===== config.mk =====
export PLATFORM = sky130hd
export DESIGN_NAME = ciw_ctrl
export DESIGN_NICKNAME = d
export VERILOG_FILES = /design/src/rtl/core/ciw_pkg.sv /design/src/rtl/core/ciw_ctrl.sv
export SDC_FILE = /design/constraint.sdc
export NUM_CORES = 1
export LEC_CHECK = 0
export BUFFER_PORTS_ARGS = -buffer_cell sky130_fd_sc_hd__buf_2
export CAP_MARGIN = 20
export CELL_PAD_IN_SITES_DETAIL_PLACEMENT = 1
export CELL_PAD_IN_SITES_GLOBAL_PLACEMENT = 1
export CORE_AREA = 10 10 47 49
export DETAILED_ROUTE_END_ITERATION = 6
export DIE_AREA = 0 0 57 59
export PLACE_DENSITY = 0.61
export SLEW_MARGIN = 20
export SYNTH_ARGS = -nofsm -noshare
export SYNTH_HDL_FRONTEND = slang
export SYNTH_SLANG_ARGS = --single-unit

===== constraint.sdc =====
create_clock -name clk -period 1.3 [get_ports clk]
set_input_delay 0.13 -clock clk [delete_from_list [all_inputs] [get_ports clk]]
set_output_delay 0.13 -clock clk [all_outputs]
set_load 0.02 [all_outputs]

===== src/rtl/core/ciw_pkg.sv =====
// ciw_pkg: shared types, constants and register map of the correlated interval walk
// used by every module under rtl/core; depends on nothing else
package ciw_pkg;

  // default values for the top-level parameters
  localparam int INTERVAL_BITS_DEF = 24;
  localparam int NOISE_BITS_DEF    = 16;

  // fixed field widths
  localparam int REG_BITS  = 24;
  localparam int CORR_BITS = 16;
  localparam int STEP_BITS = REG_BITS + 1;
  localparam int ACC_BITS  = 42;
  localparam int ADDR_BITS = 5;
  localparam int DATA_BITS = 32;

  // register reset values
  localparam logic [REG_BITS-1:0]  MIN_IVL_RST   = 24'd50000;
  localparam logic [REG_BITS-1:0]  MAX_IVL_RST   = 24'd200000;
  localparam logic [REG_BITS-1:0]  START_IVL_RST = 24'd100000;
  localparam logic [REG_BITS-1:0]  MAX_STEP_RST  = 24'd10000;
  localparam logic [CORR_BITS-1:0] CORR_RST      = 16'd52429;
  localparam logic [REG_BITS-1:0]  TRACK_IVL_RST = 24'd50000;

  // divide by five via reciprocal: floor(y*M / 2^27) exact for y below 2^24
  localparam int                     DIV5_SHIFT = 27;
  localparam logic [REG_BITS:0]      DIV5_MULT  = 25'd26843546;
  localparam int                     DIV_PROD_BITS = 2 * REG_BITS + 1;

  // register word index (byte address / 4)
  typedef enum logic [2:0] {
    REG_MIN_IVL   = 3'd0,
    REG_MAX_IVL   = 3'd1,
    REG_START_IVL = 3'd2,
    REG_MAX_STEP  = 3'd3,
    REG_CORR      = 3'd4,
    REG_TRACK_IVL = 3'd5
  } reg_idx_t;

  // controller states
  typedef enum logic [2:0] {
    ST_IDLE,
    ST_INIT_DIV,
    ST_INIT_LOAD,
    ST_MUL,
    ST_INNOV,
    ST_ACC,
    ST_STEP,
    ST_WALK
  } ctrl_state_t;

  // configuration register contents
  typedef struct packed {
    logic [REG_BITS-1:0]  min_ivl;
    logic [REG_BITS-1:0]  max_ivl;
    logic [REG_BITS-1:0]  start_ivl;
    logic [REG_BITS-1:0]  max_step;
    logic [CORR_BITS-1:0] corr;
    logic [REG_BITS-1:0]  track_ivl;
  } cfg_t;

  // controller to datapath commands
  typedef struct packed {
    logic accept;
    logic init_div;
    logic init_load;
    logic mul;
    logic innov;
    logic acc;
    logic step;
    logic walk;
  } cmd_t;

endpackage


===== src/rtl/core/ciw_ctrl.sv =====
// ciw_ctrl: sequencing state machine, handshakes and re-initialisation request
// depends on ciw_pkg for the state and command types
module ciw_ctrl (
  input  logic          clk,
  input  logic          rst_n,
  input  logic          in_valid,
  input  logic          in_track_mode,
  output logic          in_stall,
  output logic          out_valid,
  input  logic          out_stall,
  input  logic          cfg_wr,
  output ciw_pkg::cmd_t cmd
);

  ciw_pkg::ctrl_state_t state_r, state_nxt;
  logic                 pend_r, pend_nxt;
  logic                 out_valid_r, out_valid_nxt;
  logic                 out_free;
  logic                 can_take;
  logic                 accept;

  // handshake
  assign out_free  = !out_valid_r || !out_stall;
  assign can_take  = (state_r == ciw_pkg::ST_IDLE) && !pend_r && out_free;
  assign accept    = can_take && in_valid;
  assign in_stall  = !can_take;
  assign out_valid = out_valid_r;

  // next state
  always_comb begin
    state_nxt = state_r;
    case (state_r)
      ciw_pkg::ST_IDLE: begin
        if (pend_r) begin
          state_nxt = ciw_pkg::ST_INIT_DIV;
        end else if (accept && !in_track_mode) begin
          state_nxt = ciw_pkg::ST_MUL;
        end
      end
      ciw_pkg::ST_INIT_DIV:  state_nxt = ciw_pkg::ST_INIT_LOAD;
      ciw_pkg::ST_INIT_LOAD: state_nxt = ciw_pkg::ST_IDLE;
      ciw_pkg::ST_MUL:       state_nxt = ciw_pkg::ST_INNOV;
      ciw_pkg::ST_INNOV:     state_nxt = ciw_pkg::ST_ACC;
      ciw_pkg::ST_ACC:       state_nxt = ciw_pkg::ST_STEP;
      ciw_pkg::ST_STEP:      state_nxt = ciw_pkg::ST_WALK;
      ciw_pkg::ST_WALK:      state_nxt = ciw_pkg::ST_IDLE;
      default:               state_nxt = ciw_pkg::ST_IDLE;
    endcase
  end

  // pending re-initialisation and output valid
  always_comb begin
    pend_nxt      = cfg_wr ? 1'b1 : ((state_r == ciw_pkg::ST_IDLE) ? 1'b0 : pend_r);
    out_valid_nxt = accept ? 1'b1 : (out_valid_r && out_stall);
  end

  // datapath commands
  always_comb begin
    cmd           = '0;
    cmd.accept    = accept;
    case (state_r)
      ciw_pkg::ST_INIT_DIV:  cmd.init_div  = 1'b1;
      ciw_pkg::ST_INIT_LOAD: cmd.init_load = 1'b1;
      ciw_pkg::ST_MUL:       cmd.mul       = 1'b1;
      ciw_pkg::ST_INNOV:     cmd.innov     = 1'b1;
      ciw_pkg::ST_ACC:       cmd.acc       = 1'b1;
      ciw_pkg::ST_STEP:      cmd.step      = 1'b1;
      ciw_pkg::ST_WALK:      cmd.walk      = 1'b1;
      default: ;
    endcase
  end

  // control registers; reset requests an initial load of the walk
  always_ff @(posedge clk) begin
    if (!rst_n) begin
      state_r     <= ciw_pkg::ST_IDLE;
      pend_r      <= 1'b1;
      out_valid_r <= 1'b0;
    end else begin
      state_r     <= state_nxt;
      pend_r      <= pend_nxt;
      out_valid_r <= out_valid_nxt;
    end
  end

endmodule


==> results of run 1 <==
## power groups by stage
stage | clock network [W] | registers, W | logic, W
finish | 0.000179 | 0.000194 | 0.000169
global route | 0.000190 | 0.000196 | 0.000185
CTS | 0.000184 | 0.000193 | 0.000158
detailed placement | 0 | 0.000196 | 0.000124
global placement | 0 | 0.000195 | 0.000123
floorplan | 0 | 0.000187 | 0.0000963
## sequential cells by signal, summed over array words and instances (netlist names)
register   count
state_r        3
out_valid      1
pend_r         1
## per-stage QoR
step	total power (W)	setup slack, ns	instances	util (%)
floorplan	0.0002832	0.1048	36	-
detailed placement	0.0003201	0.06490	65	27.41
finish	0.0005419	-0.01882	74	34.91
global placement	0.0003182	0.1044	65	27.41
global route	0.0005704	-0.06551	74	34.91
CTS	0.0005355	-0.04387	73	33.48
## routing by layer
metal  wire length, um  GRT usage (%)  vias up
met3                37          1.073        5
li1                  -              -      170
met4                41          6.040        0
met5                 0              0        -
met2               416          8.837       15
met1               423          5.119      158
## final timing paths
| path | end | depth (start not counted) | slack, ns |
|---|---|---|---|
| max | cmd[7] | 3 | -0.02 |
| max reg2reg | out_valid$_SDFF_PN0_ | 5 | 0.16 |
| min | pend_r$_SDFFE_PP1N_ | 2 | 0.08 |
| min reg2reg | pend_r$_SDFFE_PP1N_ | 2 | 0.56 |
## layout make-up
cell class | instances | area share (%)
multi-input cells | 26 | 37.85
well taps | 16 | 4.092
clock buffers | 4 | 5.371
flip-flops and latches | 5 | 21.74
repair buffers | 21 | 29.41
inverters | 2 | 1.535
## critical path, cell delays in order, from the launching register on
cell and delay [ns]:
dfxtp_4 0.36, nor4_4 0.26, and3_4 0.22, buf_6 0.11
## layout by cell type (no fill, tap or decap), drive strengths merged
cell / synthesis / layout
a21boi: 1 / 1
a21oi: 1 / 1
a31oi: 1 / 1
and2: 1 / 1
and3: 5 / 5
and4b: 1 / 1
buf: 3 / 21
clkbuf: 0 / 4
dfxtp: 5 / 5
inv: 2 / 2
nand2: 4 / 4
nand3: 1 / 1
nand3b: 2 / 2
nor2: 2 / 2
nor3: 2 / 2
nor4: 1 / 1
o211ai: 1 / 1
o21ai: 1 / 1
o31ai: 1 / 1
xnor2: 1 / 1
## repair_timing
action                                  CTS  global route
resized for setup                        11             4
setup buffers                             4             1
pin swaps                                 2             2
hold buffers                              0             0
endpoints found under the setup margin    8             4
## cells by family after synthesis
| group | share of synthesized area (%) |
|---|---|
| buffers and inverters | 10.25 |
| AND/OR/NAND/NOR | 41.39 |
| flip-flops | 32.79 |
| XOR/XNOR | 2.869 |
| AO/OA/AOI/OAI | 12.71 |
==> flow_summary.yaml, run 1 <==
timing:
  tns_ns: -0.03629
  whs_ns: 0.08486
  slew_headroom_pct: 83.11
  fin_crit_sh_pct: 101.4
  max_freq_mhz: 758.3
  period_needed_ns: 1.319
  setup_viol: 2
  drv_slew: 0
  worstMarginPinSlew_ns: 0.2534
  report.final.hold_viol_count: 0
  layout_setup_ws_ns: -0.01882
  fin_worst_skew_ns: 0.001381
  rsz0062_at_grt: "yes"
die:
  core_area_sq_um: 1401
  rows: 14
  die_w_um: 57
  io_pins: 16
  die_y_um: 59
  start_util_pct: 21.79
  die-area_sq_um: 3363
worst_setup_path:
  critical_path.startpoint: "state_r[1]$_SDFFE_PN0P_"
  critical_path_class: "reg2out"
  r2r-start: "state_r[1]$_SDFFE_PN0P_"
  crit_path_start_kind: "flop"
  arrival_ns: 1.19
  crit_path_max_fanout: 4
  end_kind: "output pin"
  cp.required_ns: 1.17
power:
  p_leak_nw: 0.2372
  pwr-share-seq_pct: 35.8
  p_int_w: 0.0003737
  p_sw_share_pct: 31.03
  power.switching_w: 0.0001682
  vdd_drop_max_uv: 330.7
  power_frac_clock_pct: 33.0
  p_per_area_nw_per_um2: 1108
  comb_power_share_pct: 31.3
synth:
  syn-num-nets: 42
  synth-edff-count: 0
  ys_top_cells_by_count: "5 x dfxtp_1, 4 x nand2_1, 3 x and3_2"
  syn-cell-area_sq_um: 305.3
  synth_cell_types: 22
  ys_async_sr_fraction_pct: 0
  synth-seq-cells: 5
  synth_most_common_cell: "dfxtp_1"
  syn_inst: 36
  post-synth-top-area-cell: "dfxtp_1"
  synth.area.top_cells: "dfxtp_1 33%, and3_2 7.4%, nor4_4 7.0%"
  synth_flop_cell: "dfxtp_1"
  avgSynthCellArea_sq_um: 8.480
  seq_area_frac_synth_pct: 32.79
  synth.top_cell.area_share_pct: 32.79
  yosysWarnings: 0
min_path:
  min_from: "cfg_wr"
  hold_path.class: "in2reg"
run_status:
  status: "finished with violations"
  violations: "setup timing"
grt:
  antenna_found_initial: 0
  grt_max_degree: 14
  grt_pass1_vias: 377
  track_usage_pct: 5.320
  grt_pass1_wl_um: 1428
  grt-ovfl-total: 0
clock_tree:
  numCtsBuffers: 3
  cts_root_buffer: "clkbuf_4"
  clock-sinks: 5
  cts_htree_levels: 1
  clk_latency_ns: 0.24
  clockBufferDepth: 2
  cts.clk_slew.worst_paths_ns: 0.04
  cts_tree: "done"
layout:
  diodes: 0
  nets: 65
  seq_area_sq_um: 106.4
  syn_to_final_growth_pct: 60.25
  fillers: 183
  multi_input_area_sq_um: 185.2
  final_area_sq_um: 489.2
  drive_above_1_share_pct: 58.62
place:
  gp_congestion: 0.7071
  placed_area_sq_um: 384.1
  portBuffers: 15
  dp_hpwl_um: 672.2
route:
  drtIter0Drc: 1
  wl_per_cell_um: 12.42
  vias: 348
  ant_nets: 0
  dr.pass1.iters: 3
  vias_per_cell: 4.703
  finalWirelength_um: 919
  drc: 0
flow_run:
  maxCapViolations: 0
Note: power is estimated with default switching activity, not from simulation.
==> run 2, diff against run 1 <==
ABC_AREA = 1   (was default)
PLACE_DENSITY = 0.62   (was 0.61)
SETUP_SLACK_MARGIN = 0.15   (was default)
==> flow_summary.yaml, run 2 <==
route:
  vias_per_cell: 4.141
  drtIter0Drc: 5
  wl_per_cell_um: 11.56
  dr.pass1.iters: 2
  drc: 0
  ant_nets: 0
  finalWirelength_um: 983
  vias: 352
layout:
  diodes: 0
  mostFrequentLayoutCells: "11 x buf_4, 8 x buf_6, 6 x buf_2"
  final_common_cell: "buf_4"
  largest_reg_flops: 3
  finalNonFillerCells: 85
  regMostFlops: "state_r"
  multi_input_area_sq_um: 201.4
  fin_util_pct: 43.21
  seq_area_sq_um: 111.4
  fillers: 175
  drive_above_1_share_pct: 71.01
  syn_to_final_growth_pct: 108.6
  nets: 76
place:
  portBuffers: 15
  post-place-cells: 71
  gp_congestion: 0.6958
  dp_hpwl_um: 693.2
synth:
  seq_area_frac_synth_pct: 34.48
  syn-num-nets: 47
  synth.area.top_cells: "dfxtp_1 34%, nor2_1 12%, inv_1 7.8%"
  synth.top_cell.area_share_pct: 34.48
  ys_top_cells_by_count: "9 x nor2_1, 6 x inv_1, 6 x nand2_1"
  synth_cell_types: 16
  yosysWarnings: 0
  avgSynthCellArea_sq_um: 7.080
  synth_flop_cell: "dfxtp_1"
  post-synth-top-area-cell: "dfxtp_1"
  syn-cell-area_sq_um: 290.3
  synth_most_common_cell: "nor2_1"
  synth-seq-cells: 5
  ys_async_sr_fraction_pct: 0
  synth-edff-count: 0
  syn_inst: 41
timing:
  period_needed_ns: 1.251
  whs_ns: 0.09169
  setup_viol: 0
  drv_slew: 0
  worstMarginPinSlew_ns: 0.1712
  max_freq_mhz: 799.0
  fin_worst_skew_ns: 0.002750
  report.final.hold_viol_count: 0
  slew_headroom_pct: 88.52
  rsz0062_at_grt: "yes"
  fin_crit_sh_pct: 96.27
clock_tree:
  clk_latency_ns: 0.25
  numCtsBuffers: 3
  clockBufferDepth: 2
  cts.clk_slew.worst_paths_ns: 0.05
  cts_tree: "done"
  cts_root_buffer: "clkbuf_4"
  cts_htree_levels: 1
  clock-sinks: 5
die:
  start_util_pct: 20.71
  die_y_um: 59
  die_w_um: 57
  core_area_sq_um: 1401
  rows: 14
  io_pins: 16
  die-area_sq_um: 3363
worst_setup_path:
  critical_path_class: "reg2out"
  arrival_ns: 1.12
  crit_path_start_kind: "flop"
  crit_path_max_fanout: 4
  end_kind: "output pin"
  cp.required_ns: 1.17
grt:
  grt_pass1_vias: 412
  grt_max_degree: 6
  grt-ovfl-total: 0
  grt_pass1_wl_um: 1662
  track_usage_pct: 6.323
  antenna_found_initial: 0
flow_run:
  maxCapViolations: 0
power:
  p_leak_nw: 0.3023
  p_per_area_nw_per_um2: 1103
  power.total_w: 0.0006682
  vdd_drop_max_uv: 467.3
run_status:
  status: "completed"
min_path:
  hold_path.class: "in2reg"
## run 2: logic make-up (layout without fill, tap and decap cells)
logic type	count (synthesis)	after routing	synth area share, %
AOI/OAI and AO/OA	4	4	10.77
buffers and inverters	10	38	15.52
DFF	5	5	34.48
and+or+nand+nor	22	22	39.22
## run 2: power breakdown
group	internal (W)	leakage, nW	switching (W)	total, W
registers	0.000174	0.0431	0.0000231	0.000197
logic	0.000135	0.244	0.000146	0.000281
clock network	0.000117	0.0150	0.0000728	0.000189
## run 2: per-stage QoR
stage	setup TNS, ns	setup slack [ns]	area (sq um)
2_1_floorplan	0	0.2266	290.3
3_3_place_gp	0	0.1504	377.9
3_5_place_dp	0	0.1605	377.9
4_1_cts	0	0.008188	551.8
5_1_grt	-0.02023	-0.02023	605.6
6_report	0	0.04851	605.6
## run 2: critical path, cell delays in order, from the launching register on
cell and delay (ns):
dfxtp_4 0.36, inv_4 0.06, nand3_4 0.08, nor2_4 0.12
nand3_2 0.09, inv_2 0.06, buf_6 0.11
## run 2: repair_timing
item / in CTS / in global routing
endpoints found under the setup margin: 9 / 10
gates cloned: 0 / 0
buffers inserted: 8 / 2
gates resized for setup: 30 / 11
hold buffers: 0 / 0
pin swaps: 5 / 5
## run 2: cell type report
type                       instances  share of cell area [%]
inverter                           9                   7.231
timing repair buffer              25                   33.47
sequential                         5                   18.39
multi-input combinational         26                   33.26
clock buffer                       4                   4.339
tap                               16                   3.306
## run 2: path summary, 6_finish.rpt
check	startpoint	end	slack (ns)	depth (start not counted)
worst min-delay path	cfg_wr	pend_r$_SDFFE_PP1N_	0.09	2
worst min register to register	state_r[0]$_SDFFE_PN0P_	state_r[0]$_SDFFE_PN0P_	0.57	3
worst max register to register	state_r[1]$_SDFFE_PN0P_	state_r[2]$_SDFFE_PN0P_	0.21	6
worst max-delay path	state_r[1]$_SDFFE_PN0P_	cmd[7]	0.05	6
## run 2: routing by layer
| metal | share of wire [%] | wire length, um | GRT usage (%) | vias up |
|---|---|---|---|---|
| met3 | 13 | 124 | 3.863 | 0 |
| li1 | - | - | - | 180 |
| met1 | 33 | 323 | 5.257 | 160 |
| met5 | 0 | 0 | 0 | - |
| met4 | 0 | 0 | 5.034 | 0 |
| met2 | 54 | 534 | 10.70 | 12 |
