**config.mk**
```make
export PLATFORM = sky130hd
export DESIGN_NAME = ciw_regs
export DESIGN_NICKNAME = d
export VERILOG_FILES = /design/src/rtl/core/ciw_pkg.sv /design/src/rtl/core/ciw_regs.sv
export SDC_FILE = /design/constraint.sdc
export NUM_CORES = 1
export LEC_CHECK = 0
export ABC_AREA = 1
export BUFFER_PORTS_ARGS = -buffer_cell sky130_fd_sc_hd__buf_2
export CAP_MARGIN = 5
export CORE_UTILIZATION = 35
export CTS_CLUSTER_DIAMETER = 30
export DETAILED_ROUTE_END_ITERATION = 8
export GPL_ROUTABILITY_DRIVEN = 1
export GPL_TIMING_DRIVEN = 0
export PLACE_DENSITY_LB_ADDON = 0.25
export SLEW_MARGIN = 10
export SYNTH_ARGS = -nofsm -noshare
export SYNTH_HDL_FRONTEND = slang
export SYNTH_SLANG_ARGS = --single-unit
export TNS_END_PERCENT = 1
```
**constraint.sdc**
```tcl
create_clock -name clk -period 1.1 [get_ports clk]
set_input_delay 0.11 -clock clk [delete_from_list [all_inputs] [get_ports clk]]
set_output_delay 0.11 -clock clk [all_outputs]
set_load 0.1 [all_outputs]
```
**src/rtl/core/ciw_pkg.sv**
```systemverilog
// ciw_pkg: shared types, constants and register map of the correlated interval walk
// used by every module under rtl/core; depends on nothing else
package ciw_pkg;

  // default values for the top-level parameters
  localparam int INTERVAL_BITS_DEF = 24;
  localparam int NOISE_BITS_DEF    = 16;

  // fixed field widths
  localparam int REG_BITS  = 24;
  localparam int CORR_BITS = 16;
  localparam int STEP_BITS = REG_BITS + 1;
  localparam int ACC_BITS  = 42;
  localparam int ADDR_BITS = 5;
  localparam int DATA_BITS = 32;

  // register reset values
  localparam logic [REG_BITS-1:0]  MIN_IVL_RST   = 24'd50000;
  localparam logic [REG_BITS-1:0]  MAX_IVL_RST   = 24'd200000;
  localparam logic [REG_BITS-1:0]  START_IVL_RST = 24'd100000;
  localparam logic [REG_BITS-1:0]  MAX_STEP_RST  = 24'd10000;
  localparam logic [CORR_BITS-1:0] CORR_RST      = 16'd52429;
  localparam logic [REG_BITS-1:0]  TRACK_IVL_RST = 24'd50000;

  // divide by five via reciprocal: floor(y*M / 2^27) exact for y below 2^24
  localparam int                     DIV5_SHIFT = 27;
  localparam logic [REG_BITS:0]      DIV5_MULT  = 25'd26843546;
  localparam int                     DIV_PROD_BITS = 2 * REG_BITS + 1;

  // register word index (byte address / 4)
  typedef enum logic [2:0] {
    REG_MIN_IVL   = 3'd0,
    REG_MAX_IVL   = 3'd1,
    REG_START_IVL = 3'd2,
    REG_MAX_STEP  = 3'd3,
    REG_CORR      = 3'd4,
    REG_TRACK_IVL = 3'd5
  } reg_idx_t;

  // controller states
  typedef enum logic [2:0] {
    ST_IDLE,
    ST_INIT_DIV,
    ST_INIT_LOAD,
    ST_MUL,
    ST_INNOV,
    ST_ACC,
    ST_STEP,
    ST_WALK
  } ctrl_state_t;

  // configuration register contents
  typedef struct packed {
    logic [REG_BITS-1:0]  min_ivl;
    logic [REG_BITS-1:0]  max_ivl;
    logic [REG_BITS-1:0]  start_ivl;
    logic [REG_BITS-1:0]  max_step;
    logic [CORR_BITS-1:0] corr;
    logic [REG_BITS-1:0]  track_ivl;
  } cfg_t;

  // controller to datapath commands
  typedef struct packed {
    logic accept;
    logic init_div;
    logic init_load;
    logic mul;
    logic innov;
    logic acc;
    logic step;
    logic walk;
  } cmd_t;

endpackage

```
**src/rtl/core/ciw_regs.sv**
```systemverilog
// ciw_regs: apb-style configuration register file with readback
// depends on ciw_pkg for the register map, widths and reset values
module ciw_regs (
  input  logic                           clk,
  input  logic                           rst_n,
  input  logic                           psel,
  input  logic                           penable,
  input  logic                           pwrite,
  input  logic [ciw_pkg::ADDR_BITS-1:0]  paddr,
  input  logic [ciw_pkg::DATA_BITS-1:0]  pwdata,
  output logic [ciw_pkg::DATA_BITS-1:0]  prdata,
  output logic                           pready,
  output ciw_pkg::cfg_t                  cfg,
  output logic                           cfg_wr
);

  ciw_pkg::cfg_t     cfg_r;
  ciw_pkg::reg_idx_t idx;
  logic              wr_en;

  assign idx    = ciw_pkg::reg_idx_t'(paddr[ciw_pkg::ADDR_BITS-1:2]);
  assign wr_en  = psel && penable && pwrite;
  assign pready = 1'b1;
  assign cfg    = cfg_r;

  // a write to a mapped register asks for a walk re-initialisation
  always_comb begin
    case (idx)
      ciw_pkg::REG_MIN_IVL,
      ciw_pkg::REG_MAX_IVL,
      ciw_pkg::REG_START_IVL,
      ciw_pkg::REG_MAX_STEP,
      ciw_pkg::REG_CORR,
      ciw_pkg::REG_TRACK_IVL: cfg_wr = wr_en;
      default:                cfg_wr = 1'b0;
    endcase
  end

  // register writes
  always_ff @(posedge clk) begin
    if (!rst_n) begin
      cfg_r.min_ivl   <= ciw_pkg::MIN_IVL_RST;
      cfg_r.max_ivl   <= ciw_pkg::MAX_IVL_RST;
      cfg_r.start_ivl <= ciw_pkg::START_IVL_RST;
      cfg_r.max_step  <= ciw_pkg::MAX_STEP_RST;
      cfg_r.corr      <= ciw_pkg::CORR_RST;
      cfg_r.track_ivl <= ciw_pkg::TRACK_IVL_RST;
    end else if (wr_en) begin
      case (idx)
        ciw_pkg::REG_MIN_IVL:   cfg_r.min_ivl   <= pwdata[ciw_pkg::REG_BITS-1:0];
        ciw_pkg::REG_MAX_IVL:   cfg_r.max_ivl   <= pwdata[ciw_pkg::REG_BITS-1:0];
        ciw_pkg::REG_START_IVL: cfg_r.start_ivl <= pwdata[ciw_pkg::REG_BITS-1:0];
        ciw_pkg::REG_MAX_STEP:  cfg_r.max_step  <= pwdata[ciw_pkg::REG_BITS-1:0];
        ciw_pkg::REG_CORR:      cfg_r.corr      <= pwdata[ciw_pkg::CORR_BITS-1:0];
        ciw_pkg::REG_TRACK_IVL: cfg_r.track_ivl <= pwdata[ciw_pkg::REG_BITS-1:0];
        default: ;
      endcase
    end
  end

  // readback
  always_comb begin
    case (idx)
      ciw_pkg::REG_MIN_IVL:   prdata = ciw_pkg::DATA_BITS'(cfg_r.min_ivl);
      ciw_pkg::REG_MAX_IVL:   prdata = ciw_pkg::DATA_BITS'(cfg_r.max_ivl);
      ciw_pkg::REG_START_IVL: prdata = ciw_pkg::DATA_BITS'(cfg_r.start_ivl);
      ciw_pkg::REG_MAX_STEP:  prdata = ciw_pkg::DATA_BITS'(cfg_r.max_step);
      ciw_pkg::REG_CORR:      prdata = ciw_pkg::DATA_BITS'(cfg_r.corr);
      ciw_pkg::REG_TRACK_IVL: prdata = ciw_pkg::DATA_BITS'(cfg_r.track_ivl);
      default:                prdata = '0;
    endcase
  end

endmodule

```
==> results.md, run 1 <==
- Post-Synth Adder-Cell Area: 0%
- Placed Area: 8895 µm²
- YS warnings: 0
- Finished Cell Area: 12,330 µm²
- Syn Std Cell Area: between 6000 and 7000 µm²
- Failing checks: setup timing
- Post-Synth XOR/XNOR Area: 0%
- Via-to-Cell Ratio: 5.344
- Flop and latch count out of synthesis: approximately 140
- Die Y: 140.7 µm
- Nature of the critical path endpoint: output port
- Die Area: slightly below 20,000 µm²
- Cells after synthesis: 1,074
- Dpl cells: roughly 1,500
- PortBufs: 190
- Detailed placement HPWL: approximately 21,000 µm
- Syn avg cell area: between 6 and 7 µm²
- Pwr/cell area: ~1100 nW/µm²
- Layout cell share with drive strength beyond 1: about two fifths
- GRT Total Usage: 32.87%
- CTS sink cnt: between 100 and 150
- Worst path top cell family by delay: simple AND/OR/NAND/NOR gates
- Buffers & Inverters on Critical Path: 1
- First-pass GRT wire length: between 40,000 and 50,000 µm
- Antenna viol nets, final: 0
- Worst-path cell chain: nand4_1 > nand2_1 > nor2_2 > nand2_4 > buf_8
- Leading area contributor after synthesis: dfxtp_1
- Placer Congestion: around 0.9
- Routed len/inst: between 20 and 25 µm
- Root buf cell: clkbuf_16
- Largest net degree at the start of global routing: 17
- Setup Crit Path Kind: flip-flop to output port
- Max reg flops: 136
- Max Root-Sink Buffers: 2
- Worst EP required: roughly 990 ps
- Site Rows: 50
- Outcome: finished with violations
- PnR worst setup slack: -406.5 ps
- Post-place setup slack: -856.4 ps
- Distinct cell type count after synthesis: 19
- Crit path max fanout: 3
- Setup TNS: -9430 ps
- Synth area leaders: dfxtp_1, nand2_1, nor2_1
- Final Hold Viols: 0
- Drt first-iter violations: 785
- RSZ-0062 raised after global routing: yes
- Fillers: approximately 1,500
- Clock transition at path regs: ~60 ps
- Die X-Extent: approximately 140 µm
- FMAX: around 660 MHz
- Max H-tree Level: 4
- LEAKAGE: roughly 5.5 nW
- Maxcap violations: 0
- Ant diodes: 0
- Final WL: roughly 33,000 µm
- Final Total Pwr: around 13 mW
- Synth Area in Compound Gates: 0%
- Relative slew slack: just over 50%
- Mux share of post-synthesis cell area: 0%
- Yosys top cell area share: 40.41%
- Crit share post-route: 137.0%
- Area grow syn2layout: 82.93%
- Final core utilization: roughly two thirds
- Post-Synth Simple-Gate Area: between 40 and 50%
- DR DRC count: 0
- Worst-Margin Slew: ~740 ps
- Clk Latency, worst-skew pair: between 400 and 500 ps
- Final #Nets: 1,357
- Crit-path slowest cell: dfxtp_4
- Sequential element share of the synthesized area: about 40%
- Fin Hold WS: between 15 and 20 ps
- Fin crit period: ~1500 ps
- Total iterations of the first detailed-routing run: 5
- Clk_skew: 0 ps
- Worst Path Arrival: around 1400 ps
- Vias in the first global route: around 8,000
- CP Launch Type: flip-flop
- Gr ovfl total: 0
- Largest family of logic cells by synthesized area: simple AND/OR/NAND/NOR gates
- Fin cells: around 1,600
- TritonCTS clock tree: done
- Number of buffers created by CTS: 17
- Core area: 18,770 µm²
- Slew Limit Fails: 0
- Final Setup Violations: a little under 50
- Initial core utilization: a little over a third
- Initial antenna violation count: 1
- Crit-path max cell delay: around 370 ps
- Worst hold-check path type: primary input to flip-flop
- VDD IR max: roughly 0.0011 V
- Via count: between 8,000 and 9,000
- Storage cell area: around 3200 µm²
- Multi-input logic area: approximately 3800 µm²
- I/O pin total: about 210
logic make-up (layout without fill, tap and decap cells):
family | count (synthesis) | in the layout
buf+inv | 154 | 401
flops | 136 | 136
other cells | 2 | 9
simple gates | 782 | 782
layout by cell type, fill, tap and decap left out, types with 5 or more instances in the layout:
| master | synthesis | final |
|---|---|---|
| nand2_1 | 307 | 273 |
| nor2_1 | 276 | 230 |
| buf_12 | 0 | 153 |
| nand3_1 | 140 | 137 |
| dfxtp_4 | 0 | 136 |
| inv_1 | 76 | 73 |
| nand4_1 | 41 | 41 |
| nor2_2 | 5 | 38 |
| buf_4 | 14 | 36 |
| buf_2 | 26 | 34 |
| nand2_4 | 0 | 25 |
| nor2_4 | 7 | 20 |
| clkbuf_16 | 0 | 17 |
| buf_6 | 3 | 13 |
| buf_8 | 0 | 12 |
| dlygate4sd3_1 | 0 | 12 |
| clkbuf_4 | 0 | 11 |
| nand2_2 | 3 | 9 |
| buf_1 | 13 | 9 |
| conb_1 | 2 | 9 |
| clkbuf_1 | 19 | 7 |
| clkbuf_2 | 0 | 5 |
| clkinvlp_4 | 0 | 5 |
worst reg2reg max path: stages, from the launching register on:
cell and delay, ps:
dfxtp_4 350, buf_6 120, nor2_1 90, nor2_1 50
final timing paths:
| path | start | to | slack, ps | cells after the start |
|---|---|---|---|---|
| setup / recovery | cfg[51]$_SDFFE_PN0P_ | prdata[11] | -410 | 5 |
| hold / removal | pwdata[6] | cfg[94]$_SDFFE_PN1P_ | 20 | 3 |
| setup reg to reg | cfg[12]$_SDFFE_PN0P_ | cfg[12]$_SDFFE_PN0P_ | 400 | 3 |
| hold reg to reg | cfg[98]$_SDFFE_PN1P_ | cfg[98]$_SDFFE_PN1P_ | 490 | 2 |
timing repair:
| action | CTS | global route |
|---|---|---|
| hold buffers | 12 | 0 |
| hold endpoints to repair | 20 | 0 |
| pin swaps | 13 | 9 |
| resized for setup | 675 | 66 |
| endpoints found under the setup margin | 212 | 197 |
| buffers inserted | 10 | 3 |
synth_stat cells:
cell / instances
buf_2: 26
nand3_4: 2
inv_4: 1
nor2_4: 7
nand3_1: 140
nand2_1: 307
inv_1: 76
nor2_1: 276
nand4_1: 41
clkbuf_1: 19
nand3_2: 1
nor2_2: 5
conb_1: 2
buf_1: 13
buf_4: 14
buf_6: 3
inv_2: 2
dfxtp_1: 136
nand2_2: 3
final cells by class:
type                    instances  area share [%]
plain buffers                  75           4.649
clock buffers                  19           3.512
clock inverters                13           1.056
inverters                      79           2.589
multi-input cells             791           30.89
flip-flops and latches        136           26.23
well taps                     234           2.375
repair buffers                215           28.70
per-layer routing:
metal | global-route usage (%) | share of wire (%) | vias up
met4 | 16.82 | 4.4 | 0
met3 | 7.643 | 10 | 109
li1 | - | - | 3827
met2 | 55.28 | 48 | 542
met5 | 0 | 0 | -
met1 | 39.16 | 37 | 3870
report_power, final:
part	internal (mW)	leakage, nW	switching (mW)
clock	3.31	0.264	2.37
combinational	0.866	4.02	1.98
sequential	4.70	1.17	0.0965
total	8.88	5.46	4.45
Power figures use the tool's default switching activity.
==> inputs of run 2 (changes only) <==
--- a/config.mk
+++ b/config.mk
@@ -14,6 +14,7 @@
 export GPL_ROUTABILITY_DRIVEN = 1
 export GPL_TIMING_DRIVEN = 0
 export PLACE_DENSITY_LB_ADDON = 0.25
+export REMOVE_ABC_BUFFERS = 1
 export SLEW_MARGIN = 10
 export SYNTH_ARGS = -nofsm -noshare
 export SYNTH_HDL_FRONTEND = slang
==> results.md, run 2 (synthesized netlist as in run 1, its figures left out) <==
- Crit-path max cell delay: 400 ps (was 370 ps)
- Storage cell area: 2957 µm² (was 3233 µm²)
- Worst Path Arrival: 1330 ps (was 1400 ps)
- Final WL: 30,880 µm (was 32,770 µm)
- RSZ-0062 raised after global routing: yes (unchanged)
- GRT Total Usage: 29.48% (was 32.87%)
- Fin cells: 1,533 (was 1,562)
- First-pass GRT wire length: 43,550 µm (was 47,980 µm)
- Initial core utilization: 35.90% (unchanged)
- Nature of the critical path endpoint: output port (unchanged)
- PortBufs: 192 (was 190)
- Crit path max fanout: 3 (unchanged)
- Max Root-Sink Buffers: 2 (unchanged)
- Area grow syn2layout: 73.39% (was 82.93%)
- FMAX: 696.3 MHz (was 663.8 MHz)
- Worst EP required: 990 ps (about the same)
- I/O pin total: 212 (unchanged)
- Relative slew slack: 46.68% (was 50.57%)
- Clock transition at path regs: 60 ps (about the same)
- Largest net degree at the start of global routing: 75 (was 17)
- Commonest non-fill, non-tap cell in the layout: nand2_1 (unchanged)
- Placer Congestion: 0.7639 (was 0.8987)
- Failing checks: setup timing (unchanged)
- Clk Latency, worst-skew pair: 420 ps (was 430 ps)
- Clk_skew: 0 ps (unchanged)
- CP Launch Type: flip-flop (unchanged)
- Outcome: finished with violations (unchanged)
- Setup Crit Path Kind: flip-flop to output port (unchanged)
- Worst-Margin Slew: 797.9 ps (was 741.4 ps)
- Antenna viol nets, final: 0 (unchanged)
- Pwr/cell area: 1190 nW/µm² (was 1081 nW/µm²)
- Crit-path slowest cell: dfxtp_1 (was dfxtp_4)
- Max H-tree Level: 4 (unchanged)
- Via-to-Cell Ratio: 5.214 (was 5.344)
- Dpl cells: 1,434 (was 1,505)
- Final Total Pwr: 13.90 mW (was 13.33 mW)
- Maxcap violations: 0 (unchanged)
- Multi-input logic area: 3628 µm² (was 3807 µm²)
- VDD IR max: 0.001065 V (was 0.001081 V)
- Drt first-iter violations: 544 (was 785)
- Die Area: 19,810 µm² (unchanged)
- Initial antenna violation count: 0 (was 1)
- Fillers: 1,538 (was 1,476)
- Final Hold Viols: 0 (unchanged)
- CTS sink cnt: 136 (unchanged)
- Slew Limit Fails: 0 (unchanged)
- Total iterations of the first detailed-routing run: 6 (was 5)
- Most frequent cells in the layout: nand2_1, nor2_1, nand3_1 (was nand2_1, nor2_1, buf_12)
- Final #Nets: 1,328 (was 1,357)
- Layout cell share with drive strength beyond 1: 34.10% (was 40.29%)
- Routed len/inst: 20.14 µm (was 20.98 µm)
- Detailed placement HPWL: 13,960 µm (was 21,070 µm)
- Placed Area: 7700 µm² (was 8895 µm²)
- Fin crit period: 1436 ps (was 1506 ps)
- Finished Cell Area: 11,680 µm² (was 12,330 µm²)
- Core area: 18,770 µm² (unchanged)
- Crit share post-route: 130.6% (was 137.0%)
- Final Setup Violations: 151 (was 49)
- Worst-path cell chain: inv_1 > nor2_1 > nor2_2 > nand2_2 > buf_12 (was nand4_1 > nand2_1 > nor2_2 > nand2_4 > buf_8)
- Gr ovfl total: 0 (unchanged)
- Setup TNS: -20,930 ps (was -9430 ps)
- Die X-Extent: 140.7 µm (unchanged)
- Vias in the first global route: 7,305 (was 8,028)
- Final core utilization: 62.25% (was 65.67%)
- Worst hold-check path type: primary input to flip-flop (unchanged)
- DR DRC count: 0 (unchanged)
- Ant diodes: 0 (unchanged)
- Number of buffers created by CTS: 17 (unchanged)
- Site Rows: 50 (unchanged)
- PnR worst setup slack: -336.2 ps (was -406.5 ps)
- Via count: 7,993 (was 8,348)
- Root buf cell: clkbuf_16 (unchanged)
- TritonCTS clock tree: done (unchanged)
- Max reg flops: 136 (unchanged)
- LEAKAGE: 5.299 nW (was 5.461 nW)
- Die Y: 140.7 µm (unchanged)
## run 2: layer usage
metal	up-vias	part of all wire [%]	GRT usage (%)
li1	3775	-	-
met1	3779	41	37.76
met2	381	49	49.75
met3	58	7.7	5.571
met4	0	2.6	9.668
met5	-	0	0
## run 2: what timing repair did
| item | in CTS | in global routing |
|---|---|---|
| gates resized for setup | 531 | 290 |
| pin swaps | 92 | 52 |
| hold buffers | 16 | 0 |
| endpoints found under the setup margin | 297 | 282 |
| setup buffers | 32 | 4 |
| cloned | 12 | 3 |
| hold endpoints to repair | 36 | 0 |
## run 2: stage by stage
stage | worst slack (ps) | hold slack, ps
after global routing | -418.6 | 75.67
final | -336.2 | 49.83
after CTS | -310.6 | 45.18
after floorplan | -901.5 | 194.2
after global placement | -3447 | 341.2
after detailed placement | -2137 | 346.8
## run 2: final timing paths
path,startpoint,to,slack (ps),depth (start not counted)
setup / recovery,cfg[118]$_SDFFE_PN1P_,prdata[6],-340,5
hold / removal,pwdata[19],cfg[59]$_SDFFE_PN0P_,50,5
setup reg to reg,cfg[12]$_SDFFE_PN0P_,cfg[12]$_SDFFE_PN0P_,420,3
hold reg to reg,cfg[14]$_SDFFE_PN1P_,cfg[14]$_SDFFE_PN1P_,490,2
## run 2: critical path, delay by kind of cell (launching register included)
family	cells	cell delay [ps]
buffers and inverters	2	230
flip-flops	1	400
AND/OR/NAND/NOR	3	270
## run 2: area by class of cell
class	instances	share of cell area, %
flip-flops and latches	136	25.31
multi-input cells	801	31.06
well taps	234	2.506
clock inverters	10	1.200
clock buffers	22	4.145
repair buffers	248	32.53
repair inverters	3	0.2463
inverters	79	3.010
## run 2: power by group
part / total [mW] / internal (mW) / switching, mW
Combinational: 2.76 / 0.832 / 1.93
Sequential: 5.00 / 4.92 / 0.0825
Clock: 6.14 / 3.82 / 2.32
==> inputs of run 3 (changes only) <==
--- a/config.mk
+++ b/config.mk
@@ -5,7 +5,6 @@
 export SDC_FILE = /design/constraint.sdc
 export NUM_CORES = 1
 export LEC_CHECK = 0
-export ABC_AREA = 1
 export BUFFER_PORTS_ARGS = -buffer_cell sky130_fd_sc_hd__buf_2
 export CAP_MARGIN = 5
 export CORE_UTILIZATION = 35
@@ -14,6 +13,7 @@
 export GPL_ROUTABILITY_DRIVEN = 1
 export GPL_TIMING_DRIVEN = 0
 export PLACE_DENSITY_LB_ADDON = 0.25
+export RECOVER_POWER = 100
 export REMOVE_ABC_BUFFERS = 1
 export SLEW_MARGIN = 10
 export SYNTH_ARGS = -nofsm -noshare
==> constraint.sdc (replaced) <==
create_clock -name clk -period 1.1 [get_ports clk]
set_input_delay 0.11 -clock clk [delete_from_list [all_inputs] [get_ports clk]]
set_output_delay 0.11 -clock clk [all_outputs]
set_load 0.005 [all_outputs]
==> results.md, run 3 <==
- Total iterations of the first detailed-routing run: 4 (was 6)
- GRT Total Usage: 20.95% (was 29.48%)
- Slew Limit Fails: 0 (unchanged)
- Dpl cells: 1,024 (was 1,434)
- Root buf cell: clkbuf_16 (unchanged)
- Final Setup Violations: 150 (was 151)
- R2r setup slk: 390 ps (was 420 ps)
- Crit-path slowest cell: dfxtp_1 (unchanged)
- Final Hold Viols: 0 (unchanged)
- Cells after synthesis: 661 (was 1,074)
- Max H-tree Level: 4 (unchanged)
- Number of buffers created by CTS: 17 (unchanged)
- DR DRC count: 0 (unchanged)
- Max Root-Sink Buffers: 2 (unchanged)
- Initial core utilization: 36.20% (was 35.90%)
- Synth Flop Type: dfxtp_1 (unchanged)
- Core area: 17,420 µm² (was 18,770 µm²)
- Setup Crit Path Kind: flip-flop to output port (unchanged)
- PnR worst setup slack: -458.3 ps (was -336.2 ps)
- Largest net degree at the start of global routing: 85 (was 75)
- YS warnings: 0 (unchanged)
- Relative slew slack: 54.41% (was 46.68%)
- Die Area: 18,550 µm² (was 19,810 µm²)
- Layout cell share with drive strength beyond 1: 25.36% (was 34.10%)
- Worst EP required: 990 ps (about the same)
- Fin crit period: 1558 ps (was 1436 ps)
- Ys async rst share: 0% (unchanged)
- First-pass GRT wire length: 29,300 µm (was 43,550 µm)
- Most frequent cells in the layout: dfxtp_1, buf_2, mux2i_1 (was nand2_1, nor2_1, nand3_1)
- Via count: 5,548 (was 7,993)
- Die Y: 136.2 µm (was 140.7 µm)
- Flop and latch count out of synthesis: 136 (unchanged)
- Clk Latency, worst-skew pair: 410 ps (was 420 ps)
- Final core utilization: 46.44% (was 62.25%)
- Worst path top cell family by delay: flip-flops (unchanged)
- Sequential element share of the synthesized area: 43.18% (was 40.41%)
- CTS sink cnt: 136 (unchanged)
- LEAKAGE: 3.817 nW (was 5.299 nW)
- Commonest non-fill, non-tap cell in the layout: dfxtp_1 (was nand2_1)
- Fillers: 1,719 (was 1,538)
- Count leader, synth: dfxtp_1 (was nand2_1)
- Failing checks: setup timing (unchanged)
- Finished Cell Area: 8089 µm² (was 11,680 µm²)
- Detailed placement HPWL: 12,200 µm (was 13,960 µm)
- FMAX: 641.7 MHz (was 696.3 MHz)
- Synth area leaders: dfxtp_1, mux2i_1, nand2_1 (was dfxtp_1, nand2_1, nor2_1)
- Nature of the critical path endpoint: output port (unchanged)
- Crit-path max cell delay: 320 ps (was 400 ps)
- Antenna viol nets, final: 0 (unchanged)
- Die X-Extent: 136.2 µm (was 140.7 µm)
- Fin cells: 1,069 (was 1,533)
- Post-synth EDFFs: 0 (unchanged)
- Ant diodes: 0 (unchanged)
- Drt first-iter violations: 337 (was 544)
- Placer Congestion: 0.7419 (was 0.7639)
- I/O pin total: 212 (unchanged)
- Crit share post-route: 141.7% (was 130.6%)
- Vias in the first global route: 5,187 (was 7,305)
- Syn avg cell area: 9.538 µm² (was 6.273 µm²)
- Site Rows: 48 (was 50)
- Worst-Margin Slew: 683.1 ps (was 797.9 ps)
- VDD IR max: 0.001047 V (was 0.001065 V)
- Distinct cell type count after synthesis: 46 (was 19)
- Crit path max fanout: 3 (unchanged)
- Final Total Pwr: 11.40 mW (was 13.90 mW)
- Worst-path cell chain: mux2_2 > a221oi_2 > a21oi_1 > buf_2 (was inv_1 > nor2_1 > nor2_2 > nand2_2 > buf_12)
- Outcome: finished with violations (unchanged)
- Leading area contributor after synthesis: dfxtp_1 (unchanged)
- Placed Area: 7306 µm² (was 7700 µm²)
- Buffers & Inverters on Critical Path: 1 (was 2)
- Top cells by count, synth: dfxtp_1, mux2i_1, nand2_1, o21ai_0, o211ai_1 (was nand2_1, nor2_1, nand3_1, dfxtp_1, inv_1)
- Pwr/cell area: 1409 nW/µm² (was 1190 nW/µm²)
- Final #Nets: 877 (was 1,328)
- Area grow syn2layout: 28.30% (was 73.39%)
- Worst Path Arrival: 1450 ps (was 1330 ps)
- Routed len/inst: 18.22 µm (was 20.14 µm)
- Worst hold-check path type: primary input to flip-flop (unchanged)
- Clock transition at path regs: 50 ps (was 60 ps)
- Syn Std Cell Area: 6305 µm² (was 6738 µm²)
- Clk_skew: 0 ps (unchanged)
- TritonCTS clock tree: done (unchanged)
- Maxcap violations: 0 (unchanged)
- PortBufs: 192 (unchanged)
- Via-to-Cell Ratio: 5.190 (was 5.214)
- Final WL: 19,480 µm (was 30,880 µm)
- Yosys top cell area share: 43.18% (was 40.41%)
- RSZ-0062 raised after global routing: yes (unchanged)
- CP Launch Type: flip-flop (unchanged)
- Max reg flops: 136 (unchanged)
- Gr ovfl total: 0 (unchanged)
- Initial antenna violation count: 0 (unchanged)
-- run 3: cells by family after synthesis --
logic type,after synthesis,synth area share (%)
muxes,156,25.20
buffers and inverters,78,6.072
and+or+nand+nor,175,12.98
AOI/OAI and AO/OA,114,12.44
DFF,136,43.18
other,2,0.1191
-- run 3: what timing repair did --
| item | CTS | global route |
|---|---|---|
| hold endpoints to repair | 25 | 0 |
| setup buffers | 4 | 0 |
| setup endpoints to repair | 161 | 153 |
| pin swaps | 20 | 5 |
| resized for setup | 40 | 25 |
| hold buffers | 13 | 0 |
-- run 3: layout make-up --
cell class	count	area [µm²]	share of cell area (%)
Tap cell	225	281.5	3.480
Inverter	15	56.30	0.6961
Clock inverter	3	67.56	0.8353
Timing Repair Buffer	211	1167	14.43
Multi-Input combinational cell	454	3308	40.90
Clock buffer	25	485.5	6.002
Sequential cell	136	2723	33.66
-- run 3: power breakdown --
group	total, mW	internal [mW]	leakage (nW)	switching, mW
clock	5.46	3.47	0.265	1.99
combinational	0.933	0.369	2.45	0.565
sequential	5.01	4.97	1.10	0.0351
total	11.4	8.81	3.82	2.59
-- run 3: path summary, 6_finish.rpt --
kind / to / startpoint / cells past startpoint
setup / recovery: prdata[4] / cfg[68]$_SDFFE_PN0P_ / 4
hold / removal: cfg[24]$_SDFFE_PN1P_ / pwdata[0] / 3
setup reg to reg: cfg[98]$_SDFFE_PN1P_ / cfg[98]$_SDFFE_PN1P_ / 2
hold reg to reg: cfg[107]$_SDFFE_PN0P_ / cfg[107]$_SDFFE_PN0P_ / 2
-- run 3: layer usage --
layer  vias to the layer above  wire (µm)  global-route usage, %  share of wire, %
met5                         -          0                      0                 0
met1                      2699       8951                  27.33                46
met4                         0        136                  5.556              0.70
met2                       167       9241                  34.09                47
li1                       2670          -                      -                 -
met3                        12       1150                  5.332               5.9
-- run 3: worst register-to-register path: stages, from the launching register on --
cell      delay [ps]
dfxtp_1          330
o21ai_0           70
o311ai_0         140
-- run 3: metrics by stage --
step                hold slack, ps  TNS, ps  setup WS [ps]
global placement             382.3  -303990          -2349
global route                 21.82   -36410         -530.5
floorplan                    181.8   -17900         -416.4
finish                       25.65   -27130         -458.3
CTS                         0.2180   -25460         -483.1
detailed placement           379.2  -228930          -2389
